**config.mk**
```make
export PLATFORM = sky130hd
export DESIGN_NAME = stereo_capture_controller
export DESIGN_NICKNAME = d
export VERILOG_FILES = /design/src/sv/scc_pkg.sv /design/src/sv/scc_core.sv /design/src/sv/scc_out_buf.sv /design/src/sv/stereo_capture_controller.sv
export SDC_FILE = /design/constraint.sdc
export NUM_CORES = 1
export LEC_CHECK = 0
export BUFFER_PORTS_ARGS = -buffer_cell sky130_fd_sc_hd__buf_2
export CAP_MARGIN = 0
export CORE_ASPECT_RATIO = 0.5
export CORE_UTILIZATION = 53
export CTS_CLUSTER_SIZE = 16
export DETAILED_ROUTE_END_ITERATION = 12
export PLACE_DENSITY_LB_ADDON = 0.2
export SLEW_MARGIN = 20
export SYNTH_ARGS = -nofsm -noshare
export SYNTH_HDL_FRONTEND = slang
export SYNTH_HIERARCHICAL = 1
export SYNTH_SLANG_ARGS = --single-unit
```
**constraint.sdc**
```tcl
create_clock -name clk -period 15.98 [get_ports clk]
set_input_delay 0.799 -clock clk [delete_from_list [all_inputs] [get_ports clk]]
set_output_delay 0.799 -clock clk [all_outputs]
set_load 0.005 [all_outputs]
```
**src/sv/scc_pkg.sv**
```systemverilog
// Shared types and constants for the stereo capture controller.
// Holds the request, phase and fault codes and the result record.
// No dependencies.
`timescale 1ns / 1ps

package scc_pkg;

    localparam int unsigned COUNT_W            = 25;
    localparam int unsigned ADDR_W             = 24;
    localparam int unsigned TIME_W             = 32;
    localparam int unsigned SAMPLE_W           = 32;
    localparam int unsigned MAX_FRAMES_DEFAULT = 16777216;

    localparam logic [COUNT_W-1:0] CAPACITY_RESET = 25'd2160000;

    typedef enum logic [2:0] {
        REQ_START    = 3'd0,
        REQ_STOP     = 3'd1,
        REQ_CANCEL   = 3'd2,
        REQ_XRUN     = 3'd3,
        REQ_SHUTDOWN = 3'd4,
        REQ_FRAME    = 3'd5
    } req_t;

    typedef enum logic [2:0] {
        PH_READY     = 3'd0,
        PH_ARMED     = 3'd1,
        PH_CAPTURING = 3'd2,
        PH_STOPREQ   = 3'd3,
        PH_COMPLETED = 3'd4,
        PH_CANCELLED = 3'd5,
        PH_FAILED    = 3'd6
    } phase_t;

    typedef enum logic [1:0] {
        FLT_NONE     = 2'd0,
        FLT_XRUN     = 2'd1,
        FLT_GAP      = 2'd2,
        FLT_SHUTDOWN = 2'd3
    } fault_t;

    typedef struct packed {
        phase_t              phase;
        fault_t              fault;
        logic                accepted;
        logic [COUNT_W-1:0]  frames_stored;
        logic [TIME_W-1:0]   first_time;
        logic [TIME_W-1:0]   last_time;
        logic                store_en;
        logic [ADDR_W-1:0]   store_addr;
        logic [SAMPLE_W-1:0] store_left;
        logic [SAMPLE_W-1:0] store_right;
    } result_t;

endpackage

```
**src/sv/scc_core.sv**
```systemverilog
// Capture state machine with its state registers and the capacity register.
// Computes the result record of each accepted transaction in one pass.
// Depends on scc_pkg.
`timescale 1ns / 1ps

module scc_core
    import scc_pkg::*;
#(
    parameter int unsigned MAX_FRAMES = MAX_FRAMES_DEFAULT
)
(
    input  logic                clk,
    input  logic                rst_n,
    input  logic                cfg_wr_en,
    input  logic [COUNT_W-1:0]  cfg_wr_data,
    input  logic                accept,
    input  logic [2:0]          req_type,
    input  logic                block_start,
    input  logic [TIME_W-1:0]   block_stamp,
    input  logic [SAMPLE_W-1:0] left_sample,
    input  logic [SAMPLE_W-1:0] right_sample,
    output result_t             result
);

    localparam logic [COUNT_W-1:0] MAX_CAP = COUNT_W'(MAX_FRAMES);

    logic [COUNT_W-1:0] capacity_reg;
    phase_t             phase_reg;
    phase_t             phase_next;
    fault_t             fault_reg;
    fault_t             fault_next;
    logic [COUNT_W-1:0] count_reg;
    logic [COUNT_W-1:0] count_next;
    logic [TIME_W-1:0]  begin_time_reg;
    logic [TIME_W-1:0]  begin_time_next;
    logic [TIME_W-1:0]  end_time_reg;
    logic [TIME_W-1:0]  end_time_next;
    logic [TIME_W-1:0]  expect_reg;
    logic [TIME_W-1:0]  expect_next;
    logic               live_reg;
    logic               live_next;
    logic [COUNT_W-1:0] cap;
    logic               active;

    assign cap    = (capacity_reg > MAX_CAP) ? MAX_CAP : capacity_reg;
    assign active = (phase_reg == PH_ARMED) || (phase_reg == PH_CAPTURING)
                    || (phase_reg == PH_STOPREQ);

    always_comb
    begin
        phase_next      = phase_reg;
        fault_next      = fault_reg;
        count_next      = count_reg;
        begin_time_next = begin_time_reg;
        end_time_next   = end_time_reg;
        expect_next     = expect_reg;
        live_next       = live_reg;
        result          = '0;

        case (req_type)
            REQ_START:
            begin
                if (phase_reg == PH_READY)
                begin
                    phase_next      = PH_ARMED;
                    result.accepted = 1'b1;
                end
            end
            REQ_STOP:
            begin
                if (phase_reg == PH_ARMED || phase_reg == PH_CAPTURING)
                begin
                    phase_next      = PH_STOPREQ;
                    result.accepted = 1'b1;
                end
            end
            REQ_CANCEL:
            begin
                if (active)
                begin
                    phase_next      = PH_CANCELLED;
                    live_next       = 1'b0;
                    result.accepted = 1'b1;
                end
            end
            REQ_XRUN:
            begin
                if (active)
                begin
                    phase_next = PH_FAILED;
                    fault_next = FLT_XRUN;
                    live_next  = 1'b0;
                end
            end
            REQ_SHUTDOWN:
            begin
                if (active)
                begin
                    phase_next = PH_FAILED;
                    fault_next = FLT_SHUTDOWN;
                    live_next  = 1'b0;
                end
            end
            REQ_FRAME:
            begin
                if (block_start)
                begin
                    live_next = 1'b0;
                    if (phase_reg == PH_ARMED)
                    begin
                        phase_next      = PH_CAPTURING;
                        begin_time_next = block_stamp;
                        end_time_next   = block_stamp;
                        expect_next     = block_stamp;
                        count_next      = '0;
                    end
                    if (phase_next == PH_STOPREQ)
                    begin
                        phase_next = PH_COMPLETED;
                    end
                    else if (phase_next == PH_CAPTURING)
                    begin
                        if (block_stamp != expect_next)
                        begin
                            phase_next = PH_FAILED;
                            fault_next = FLT_GAP;
                        end
                        else
                        begin
                            live_next = 1'b1;
                        end
                    end
                end
                if (phase_next == PH_CAPTURING && live_next)
                begin
                    if (count_next >= cap)
                    begin
                        phase_next = PH_COMPLETED;
                        live_next  = 1'b0;
                    end
                    else
                    begin
                        result.store_en    = 1'b1;
                        result.store_addr  = count_next[ADDR_W-1:0];
                        result.store_left  = left_sample;
                        result.store_right = right_sample;
                        count_next         = count_next + 1'b1;
                        expect_next        = expect_next + 1'b1;
                        end_time_next      = expect_next;
                        if (count_next >= cap)
                        begin
                            phase_next = PH_COMPLETED;
                            live_next  = 1'b0;
                        end
                    end
                end
            end
            default:
            begin
            end
        endcase

        result.phase         = phase_next;
        result.fault         = fault_next;
        result.frames_stored = count_next;
        result.first_time    = begin_time_next;
        result.last_time     = end_time_next;
    end

    always_ff @(posedge clk or negedge rst_n)
    begin
        if (!rst_n)
        begin
            capacity_reg <= CAPACITY_RESET;
        end
        else if (cfg_wr_en)
        begin
            capacity_reg <= cfg_wr_data;
        end
    end

    always_ff @(posedge clk or negedge rst_n)
    begin
        if (!rst_n)
        begin
            phase_reg      <= PH_READY;
            fault_reg      <= FLT_NONE;
            count_reg      <= '0;
            begin_time_reg <= '0;
            end_time_reg   <= '0;
            expect_reg     <= '0;
            live_reg       <= 1'b0;
        end
        else if (accept)
        begin
            phase_reg      <= phase_next;
            fault_reg      <= fault_next;
            count_reg      <= count_next;
            begin_time_reg <= begin_time_next;
            end_time_reg   <= end_time_next;
            expect_reg     <= expect_next;
            live_reg       <= live_next;
        end
    end

endmodule

```
**src/sv/scc_out_buf.sv**
```systemverilog
// Two-entry output buffer: the result register plus a skid register.
// Lets a new transaction enter while a finished result is still stalled.
// Depends on scc_pkg.
`timescale 1ns / 1ps

module scc_out_buf
    import scc_pkg::*;
(
    input  logic    clk,
    input  logic    rst_n,
    input  logic    push,
    input  result_t push_data,
    output logic    full,
    output logic    out_valid,
    input  logic    out_stall,
    output result_t out_data
);

    result_t head_reg;
    result_t skid_reg;
    logic    head_valid_reg;
    logic    head_valid_next;
    logic    skid_valid_reg;
    logic    skid_valid_next;
    logic    pop;
    logic    load_head_from_skid;
    logic    load_head_from_push;
    logic    load_skid;

    assign pop       = head_valid_reg && !out_stall;
    assign full      = skid_valid_reg;
    assign out_valid = head_valid_reg;
    assign out_data  = head_reg;

    always_comb
    begin
        head_valid_next     = head_valid_reg;
        skid_valid_next     = skid_valid_reg;
        load_head_from_skid = 1'b0;
        load_head_from_push = 1'b0;
        load_skid           = 1'b0;
        if (skid_valid_reg)
        begin
            if (pop)
            begin
                load_head_from_skid = 1'b1;
                skid_valid_next     = 1'b0;
            end
        end
        else if (!head_valid_reg || pop)
        begin
            load_head_from_push = push;
            head_valid_next     = push;
        end
        else if (push)
        begin
            load_skid       = 1'b1;
            skid_valid_next = 1'b1;
        end
    end

    always_ff @(posedge clk or negedge rst_n)
    begin
        if (!rst_n)
        begin
            head_valid_reg <= 1'b0;
            skid_valid_reg <= 1'b0;
        end
        else
        begin
            head_valid_reg <= head_valid_next;
            skid_valid_reg <= skid_valid_next;
        end
    end

    always_ff @(posedge clk)
    begin
        if (load_head_from_skid)
        begin
            head_reg <= skid_reg;
        end
        else if (load_head_from_push)
        begin
            head_reg <= push_data;
        end
        if (load_skid)
        begin
            skid_reg <= push_data;
        end
    end

endmodule

```
**src/sv/stereo_capture_controller.sv**
```systemverilog
// Stereo capture controller: top level joining the state machine and the output buffer.
// Each accepted result is registered in the output buffer before it is offered.
// Throughput: one transaction per cycle; the input stalls only when both output entries are full.
// Reset: asynchronous, active low; phase ready, all counters and times zero,
// capacity 2160000, output buffer empty.
`timescale 1ns / 1ps

module stereo_capture_controller
    import scc_pkg::*;
#(
    parameter int unsigned MAX_FRAMES = MAX_FRAMES_DEFAULT
)
(
    input  logic                clk,
    input  logic                rst_n,
    input  logic                cfg_wr_en,
    input  logic [COUNT_W-1:0]  cfg_wr_data,
    input  logic                in_valid,
    output logic                in_stall,
    input  logic [2:0]          req_type,
    input  logic                block_start,
    input  logic [TIME_W-1:0]   block_stamp,
    input  logic [SAMPLE_W-1:0] left_sample,
    input  logic [SAMPLE_W-1:0] right_sample,
    output logic                out_valid,
    input  logic                out_stall,
    output logic [2:0]          phase,
    output logic [1:0]          fault_code,
    output logic                command_accepted,
    output logic [COUNT_W-1:0]  frames_stored,
    output logic [TIME_W-1:0]   first_frame_time,
    output logic [TIME_W-1:0]   last_frame_time,
    output logic                store_enable,
    output logic [ADDR_W-1:0]   store_address,
    output logic [SAMPLE_W-1:0] store_left,
    output logic [SAMPLE_W-1:0] store_right
);

    logic    accept;
    logic    buf_full;
    result_t core_result;
    result_t out_result;

    assign in_stall = buf_full;
    assign accept   = in_valid && !buf_full;

    scc_core #(
        .MAX_FRAMES (MAX_FRAMES)
    ) u_core (
        .clk          (clk),
        .rst_n        (rst_n),
        .cfg_wr_en    (cfg_wr_en),
        .cfg_wr_data  (cfg_wr_data),
        .accept       (accept),
        .req_type     (req_type),
        .block_start  (block_start),
        .block_stamp  (block_stamp),
        .left_sample  (left_sample),
        .right_sample (right_sample),
        .result       (core_result)
    );

    scc_out_buf u_out_buf (
        .clk       (clk),
        .rst_n     (rst_n),
        .push      (accept),
        .push_data (core_result),
        .full      (buf_full),
        .out_valid (out_valid),
        .out_stall (out_stall),
        .out_data  (out_result)
    );

    assign phase            = out_result.phase;
    assign fault_code       = out_result.fault;
    assign command_accepted = out_result.accepted;
    assign frames_stored    = out_result.frames_stored;
    assign first_frame_time = out_result.first_time;
    assign last_frame_time  = out_result.last_time;
    assign store_enable     = out_result.store_en;
    assign store_address    = out_result.store_addr;
    assign store_left       = out_result.store_left;
    assign store_right      = out_result.store_right;

endmodule

```
==> flow_metrics.py, run 1 <==
metrics = {
    "pwr": {
        "comb_power_share": 0.272,
        "power_frac_seq": 0.467,
        "power.switching_w": 0.00136,
        "finalPower_w": 0.00439,
        "p_clk_frac": 0.262,
        "power.density_nw_per_um2": 145,
        "p_int_w": 0.00303,
        "leakagePower_nw": 12.5,
        "vdd.ir_drop.worst_mv": 0.0742,
        "p_sw_frac": 0.310,
    },
    "clock_network": {
        "path_clk_slew_ns": 0.07,
        "clk_path_buf_depth": 3,
        "post_cts_buffers": 0,
        "cts_sinks": 522,
        "post_cts_resized": 0,
        "hold_buffers": 0,
        "cts_tree": "yes",
        "clkLatencyLatePin_ns": 0.60,
        "cts_buffers": 47,
        "cts_root_buf": "clkbuf_16",
        "htreeDepth": 2,
    },
    "setup_path": {
        "critical_path_class": "register to register",
        "cp.arrival_ns": 6.86,
        "cp-end-kind": "register",
        "critPathLaunchType": "register",
        "required_ns": 16.33,
        "crit_path_max_fanout": 42,
    },
    "drt": {
        "via_per_inst": 6.00,
        "drtIter0Drc": 2169,
        "vias": 19100,
        "ant_nets": 0,
        "routed_wl_um": 69200,
        "first_pass_iters": 6,
        "wl_per_cell_um": 21.7,
        "drcViolationCount": 0,
    },
    "die": {
        "io_pins": 316,
        "die-area_um2": 51600,
        "start_util": 0.545,
        "die_h_um": 161,
        "core_um2": 49200,
        "num_rows": 57,
        "die_x_um": 320,
    },
    "global_route": {
        "grt_pass1_wl_um": 107000,
        "groute.usage.overall": 0.266,
        "antenna_found_initial": 3,
        "grt_pass1_vias": 18200,
        "grt-ovfl-total": 0,
        "grt_max_degree": 90,
    },
    "timing": {
        "rsz0062_at_grt": "false",
        "fmax_mhz": 154,
        "hold_violations": 0,
        "report.final.slew_viol_count": 0,
        "slew_headroom": 0.165,
        "period_needed_ns": 6.51,
        "finalClockSkew_ns": 0.0274,
        "tns_ns": 0,
        "setup_viol": 0,
        "worstMarginPinSlew_ns": 1.24,
        "fin_crit_sh": 0.407,
    },
    "synthesis": {
        "yosysTopAreaCellShare": 0.412,
        "netlist_top_cells_area": "edfxtp_1 (41%), dfrtp_1 (14%), mux2_4 (9.0%)",
        "synth_area_um2": 26800,
        "ys_ff_latch": 522,
        "yosys_most_used_dff": "edfxtp_1",
        "synth_top_area_cell": "edfxtp_1",
        "netlist_instances": 2259,
        "synth_top_cells_by_count": "edfxtp_1 (368), nand2_1 (271), mux2_4 (160), dfrtp_1 (146), nor2_1 (141)",
        "yosys_warnings": 6,
        "synth_most_common_cell": "edfxtp_1",
        "synth_edf_count": 368,
        "synth.distinct_cells": 84,
        "syn_area_per_cell_um2": 11.9,
        "ys_seq_area_frac": 0.556,
        "mappedNetlistNets": 2442,
        "async_flop_share": 0.295,
    },
    "finish": {
        "area_growth_pct": 13.0,
        "drive_above_1_share": 0.267,
        "layout.nets": 2678,
    },
    "place": {
        "dp_hpwl_um": 46100,
        "port_buffers": 315,
        "gp_congestion": 0.935,
    },
    "outcome": {
        "outcome": "completed",
    },
    "job": {
        "cap_violations": 0,
    },
    "worst_hold_path": {
        "hold_class": "primary input to async pin",
    },
}
worst max-delay path: stages, from the launching register on:
cell and delay [ns]:
dfrtp_1 0.62, nand4bb_4 0.58, nand2_1 0.15, inv_1 0.13, ha_1 0.28, and3_1 0.27, nand3_1 0.18, nor4_2 0.52
nand4_1 0.32, or3_1 0.48, xor2_1 0.17, nor2_1 0.06, ha_1 0.32, nand4_1 0.11, a21oi_1 0.05, a211o_1 0.27
o41ai_1 0.99, o21ai_0 0.21, nor2_1 0.18, nor2_1 0.07, mux2_2 0.26
cells by family (layout without fill, tap and decap cells):
group,after synthesis,count (layout),synth area share
flops,522,522,0.556
simple gates,729,729,0.132
other cells,0,2,0
mux,224,224,0.116
compound gates,433,433,0.104
fa+ha+maj,53,53,0.0247
xor+xnor,104,104,0.0340
buf+inv,194,469,0.0341
path summary, 6_finish.rpt:
check	start	end	slack (ns)	depth (start not counted)
min	rst_n	u_core/count_reg[9]	0.23	1
min reg2reg	u_core/end_time_reg[20]	u_core/end_time_reg[20]	0.48	1
max reg2reg	u_core/phase_reg[2]	u_out_buf/out_data[183]	9.47	20
max in group asynchronous	rst_n	u_core/begin_time_reg[27]	13.97	3
max	u_core/phase_reg[2]	u_out_buf/out_data[183]	9.47	20
min in group clk	cfg_wr_data[24]	u_core/capacity_reg[24]	0.43	3
power by group through the flow:
stage                     clock network [W]  registers [W]  logic, W
after floorplan                           0        0.00216  0.000799
after global placement                    0        0.00206   0.00117
after detailed placement                  0        0.00207   0.00119
after CTS                           0.00118        0.00205   0.00119
after global routing                0.00123        0.00208   0.00129
final                               0.00115        0.00205   0.00119
layout by cell type, fill, tap and decap left out, types with 21 or more instances in the layout:
cell         n
mux2_2      51
clkbuf_16   48
buf_2      314
xnor2_1     78
nand3_1     63
a21oi_1    101
and3_1      21
nor3_1      36
dfrtp_1    146
a31oi_1     41
and2_1      81
xor2_1      26
nand4_1     32
o22ai_1     26
nor2_1     138
mux2_4     160
o21ai_0    109
nand2_1    270
buf_4       29
edfxtp_1   368
ha_1        53
inv_1       34
per-layer routing:
| metal | vias up | GRT usage | routed length [µm] |
|---|---|---|---|
| met2 | 876 | 0.423 | 32100 |
| met4 | 0 | 0.0931 | 2130 |
| met3 | 130 | 0.0476 | 5310 |
| li1 | 8802 | - | - |
| met1 | 9290 | 0.371 | 29700 |
| met5 | - | 0 | 0 |
final cells by class:
class | instances | area [µm²]
clock inverters | 23 | 233
repair buffers | 345 | 1810
multi-input cells | 1543 | 11100
diodes | 2 | 5.00
clock buffers | 65 | 1320
fillers | 3903 | 18900
well taps | 649 | 812
flip-flops and latches | 522 | 14900
inverters | 36 | 135
through the flow:
stage / worst slack [ns] / hold WS [ns] / util / cells / area [µm²]
final: 9.47 / 0.232 / 0.616 / 3185 / 30300
after global routing: 9.11 / 0.275 / 0.616 / 3185 / 30300
after global placement: 9.53 / 0.458 / 0.584 / 3094 / 28700
after floorplan: 0.680 / 0.450 / - / 2259 / 26800
after CTS: 9.74 / 0.252 / 0.616 / 3182 / 30300
after detailed placement: 9.54 / 0.467 / 0.584 / 3094 / 28700
Power figures use the tool's default switching activity.
==> run 2: changes to the inputs <==
ABC_AREA = 1   (was not set)
CORE_UTILIZATION = 59   (was 53)
clock period = 6.1 ns   (was 15.98 ns; I/O delays follow)
==> flow_metrics.py, run 2 <==
metrics = {
    "outcome": {
        "outcome": "completed",
    },
    "synthesis": {
        "yosys_most_used_dff": "edfxtp_1",
        "yosysTopAreaCellShare": 0.401,
        "synth_top_cells_by_count": "nand2_1 (1380), edfxtp_1 (368), inv_1 (244), nand4_1 (232), nor2_1 (222)",
        "netlist_instances": 3266,
        "netlist_top_cells_area": "edfxtp_1 (40%), nand2_1 (19%), dfrtp_1 (13%)",
        "ys_ff_latch": 522,
        "syn_area_per_cell_um2": 8.43,
        "synth_edf_count": 368,
        "synth_area_um2": 27500,
        "mappedNetlistNets": 3449,
        "ys_seq_area_frac": 0.541,
        "synth_top_area_cell": "edfxtp_1",
        "async_flop_share": 0.295,
        "synth_most_common_cell": "nand2_1",
        "synth.distinct_cells": 48,
        "yosys_warnings": 6,
    },
    "place": {
        "placed_area_um2": 29400,
        "dp_hpwl_um": 56300,
        "gp_congestion": 0.968,
        "port_buffers": 315,
    },
    "pwr": {
        "power.density_nw_per_um2": 407,
        "vdd.ir_drop.worst_mv": 0.262,
        "leakagePower_nw": 14.4,
    },
    "drt": {
        "routed_wl_um": 81900,
        "drcViolationCount": 0,
        "ant_nets": 0,
        "wl_per_cell_um": 19.7,
        "drtIter0Drc": 2989,
        "first_pass_iters": 6,
        "via_per_inst": 5.76,
        "vias": 24000,
    },
    "setup_path": {
        "cp.arrival_ns": 5.87,
        "cp-end-kind": "register",
        "path_common_cell": "nand2_1",
        "max_stage_delay_ns": 0.58,
        "critPathSlowestCell": "dfrtp_1",
        "crit_path_max_fanout": 29,
        "critical_path_class": "register to register",
        "critPathLaunchType": "register",
        "required_ns": 6.42,
    },
    "die": {
        "io_pins": 316,
        "die_x_um": 308,
        "core_um2": 45600,
        "die-area_um2": 47600,
        "num_rows": 55,
        "die_h_um": 155,
        "start_util": 0.604,
    },
    "global_route": {
        "grt-ovfl-total": 0,
        "grt_max_degree": 115,
        "groute.usage.overall": 0.342,
        "grt_pass1_vias": 21900,
        "grt_pass1_wl_um": 126000,
        "antenna_found_initial": 5,
    },
    "finish": {
        "layout.nets": 3677,
        "layout_common_cells": "nand2_1 (1378), edfxtp_1 (368), buf_2 (314), inv_1 (243), nand4_1 (232)",
        "final_common_cell": "nand2_1",
        "area_growth_pct": 12.3,
        "drive_above_1_share": 0.139,
        "design_area_um2": 30900,
    },
    "clock_network": {
        "hold_buffers": 14,
        "cts_buffers": 46,
        "clkLatencyLatePin_ns": 0.58,
        "cts_sinks": 522,
        "post_cts_resized": 0,
        "htreeDepth": 2,
        "post_cts_buffers": 0,
        "clk_path_buf_depth": 3,
        "cts_tree": "yes",
        "path_clk_slew_ns": 0.07,
        "cts_root_buf": "clkbuf_16",
    },
    "timing": {
        "worstMarginPinSlew_ns": 0.935,
        "finalClockSkew_ns": 0.0253,
        "period_needed_ns": 5.54,
        "rsz0062_at_grt": "false",
        "setup_viol": 0,
        "fmax_mhz": 180,
        "slew_headroom": 0.375,
        "fin_crit_sh": 0.909,
        "whs_ns": 0.00353,
        "hold_violations": 0,
        "tns_ns": 0,
        "report.final.slew_viol_count": 0,
    },
    "worst_hold_path": {
        "hold_class": "primary input to register",
    },
    "job": {
        "cap_violations": 0,
    },
}
==> run 2: cell count changes after synthesis, moves of 35 or more <==
cell	previous run	this run
a21oi_1	101	32
and2_1	81	1
buf_2	37	81
inv_1	35	244
mux2_2	51	9
mux2_4	160	0
nand2_1	271	1380
nand3_1	63	98
nand4_1	32	232
nor2_1	141	222
xnor2_1	78	16
==> run 2: power by group <==
group | total, W | internal, W | switching (W)
sequential | 0.00550 | 0.00497 | 0.000536
clock | 0.00286 | 0.00153 | 0.00132
combinational | 0.00422 | 0.00131 | 0.00291
==> run 2: through the flow <==
step                std cells  setup WS (ns)  utilization  power (W)
global placement         4059          0.637        0.643    0.00964
finish                   4163          0.557        0.678     0.0126
CTS                      4159          0.550        0.678     0.0126
global route             4163        0.00371        0.678     0.0133
detailed placement       4059          0.595        0.643    0.00970
floorplan                3266          0.710            -    0.00828
==> run 2: cell families after synthesis <==
group / synth area share
AO/OA/AOI/OAI: 0.0411
XOR/XNOR: 0.0162
adder cells (fa/ha/maj): 0.0241
buffers and inverters: 0.0666
flip-flops: 0.541
multiplexers: 0.00368
AND/OR/NAND/NOR: 0.307
==> run 2: cell type report <==
type / count / area (µm²)
diodes: 4 / 10.0
clock buffers: 69 / 1300
clock inverters: 17 / 138
fillers: 3718 / 14700
inverters: 253 / 955
multi-input cells: 2311 / 10800
flip-flops and latches: 522 / 14900
well taps: 627 / 785
repair buffers: 360 / 1990
==> run 2: path summary, 6_finish.rpt <==
kind / start / end / slack (ns) / depth (start not counted)
max: u_core/phase_reg[2] / u_out_buf/out_data[182] / 0.56 / 27
min: cfg_wr_data[12] / u_core/capacity_reg[12] / 0.004 / 3
max reg2reg: u_core/phase_reg[2] / u_out_buf/out_data[182] / 0.56 / 27
min reg2reg: u_core/end_time_reg[0] / u_core/end_time_reg[0] / 0.48 / 2
max in group asynchronous: rst_n / u_out_buf/full / 4.58 / 3
min in group asynchronous: rst_n / u_core/count_reg[5] / 0.30 / 2
==> run 2: critical path: cells and delay by family, from the launching register on <==
| family | cells | cell delay (ns) |
|---|---|---|
| adder cells (fa/ha/maj) | 2 | 0.65 |
| buffers and inverters | 2 | 0.41 |
| AND/OR/NAND/NOR | 23 | 3.62 |
| flip-flops | 1 | 0.58 |
==> run 2: metal layers <==
metal | share of wire | vias to the layer above | wire [µm] | track usage
met5 | 0 | - | 0 | 0
met4 | 0.032 | 0 | 2630 | 0.113
met3 | 0.096 | 142 | 7860 | 0.0578
met2 | 0.44 | 1286 | 36100 | 0.513
met1 | 0.43 | 11300 | 35300 | 0.506
li1 | - | 11200 | - | -
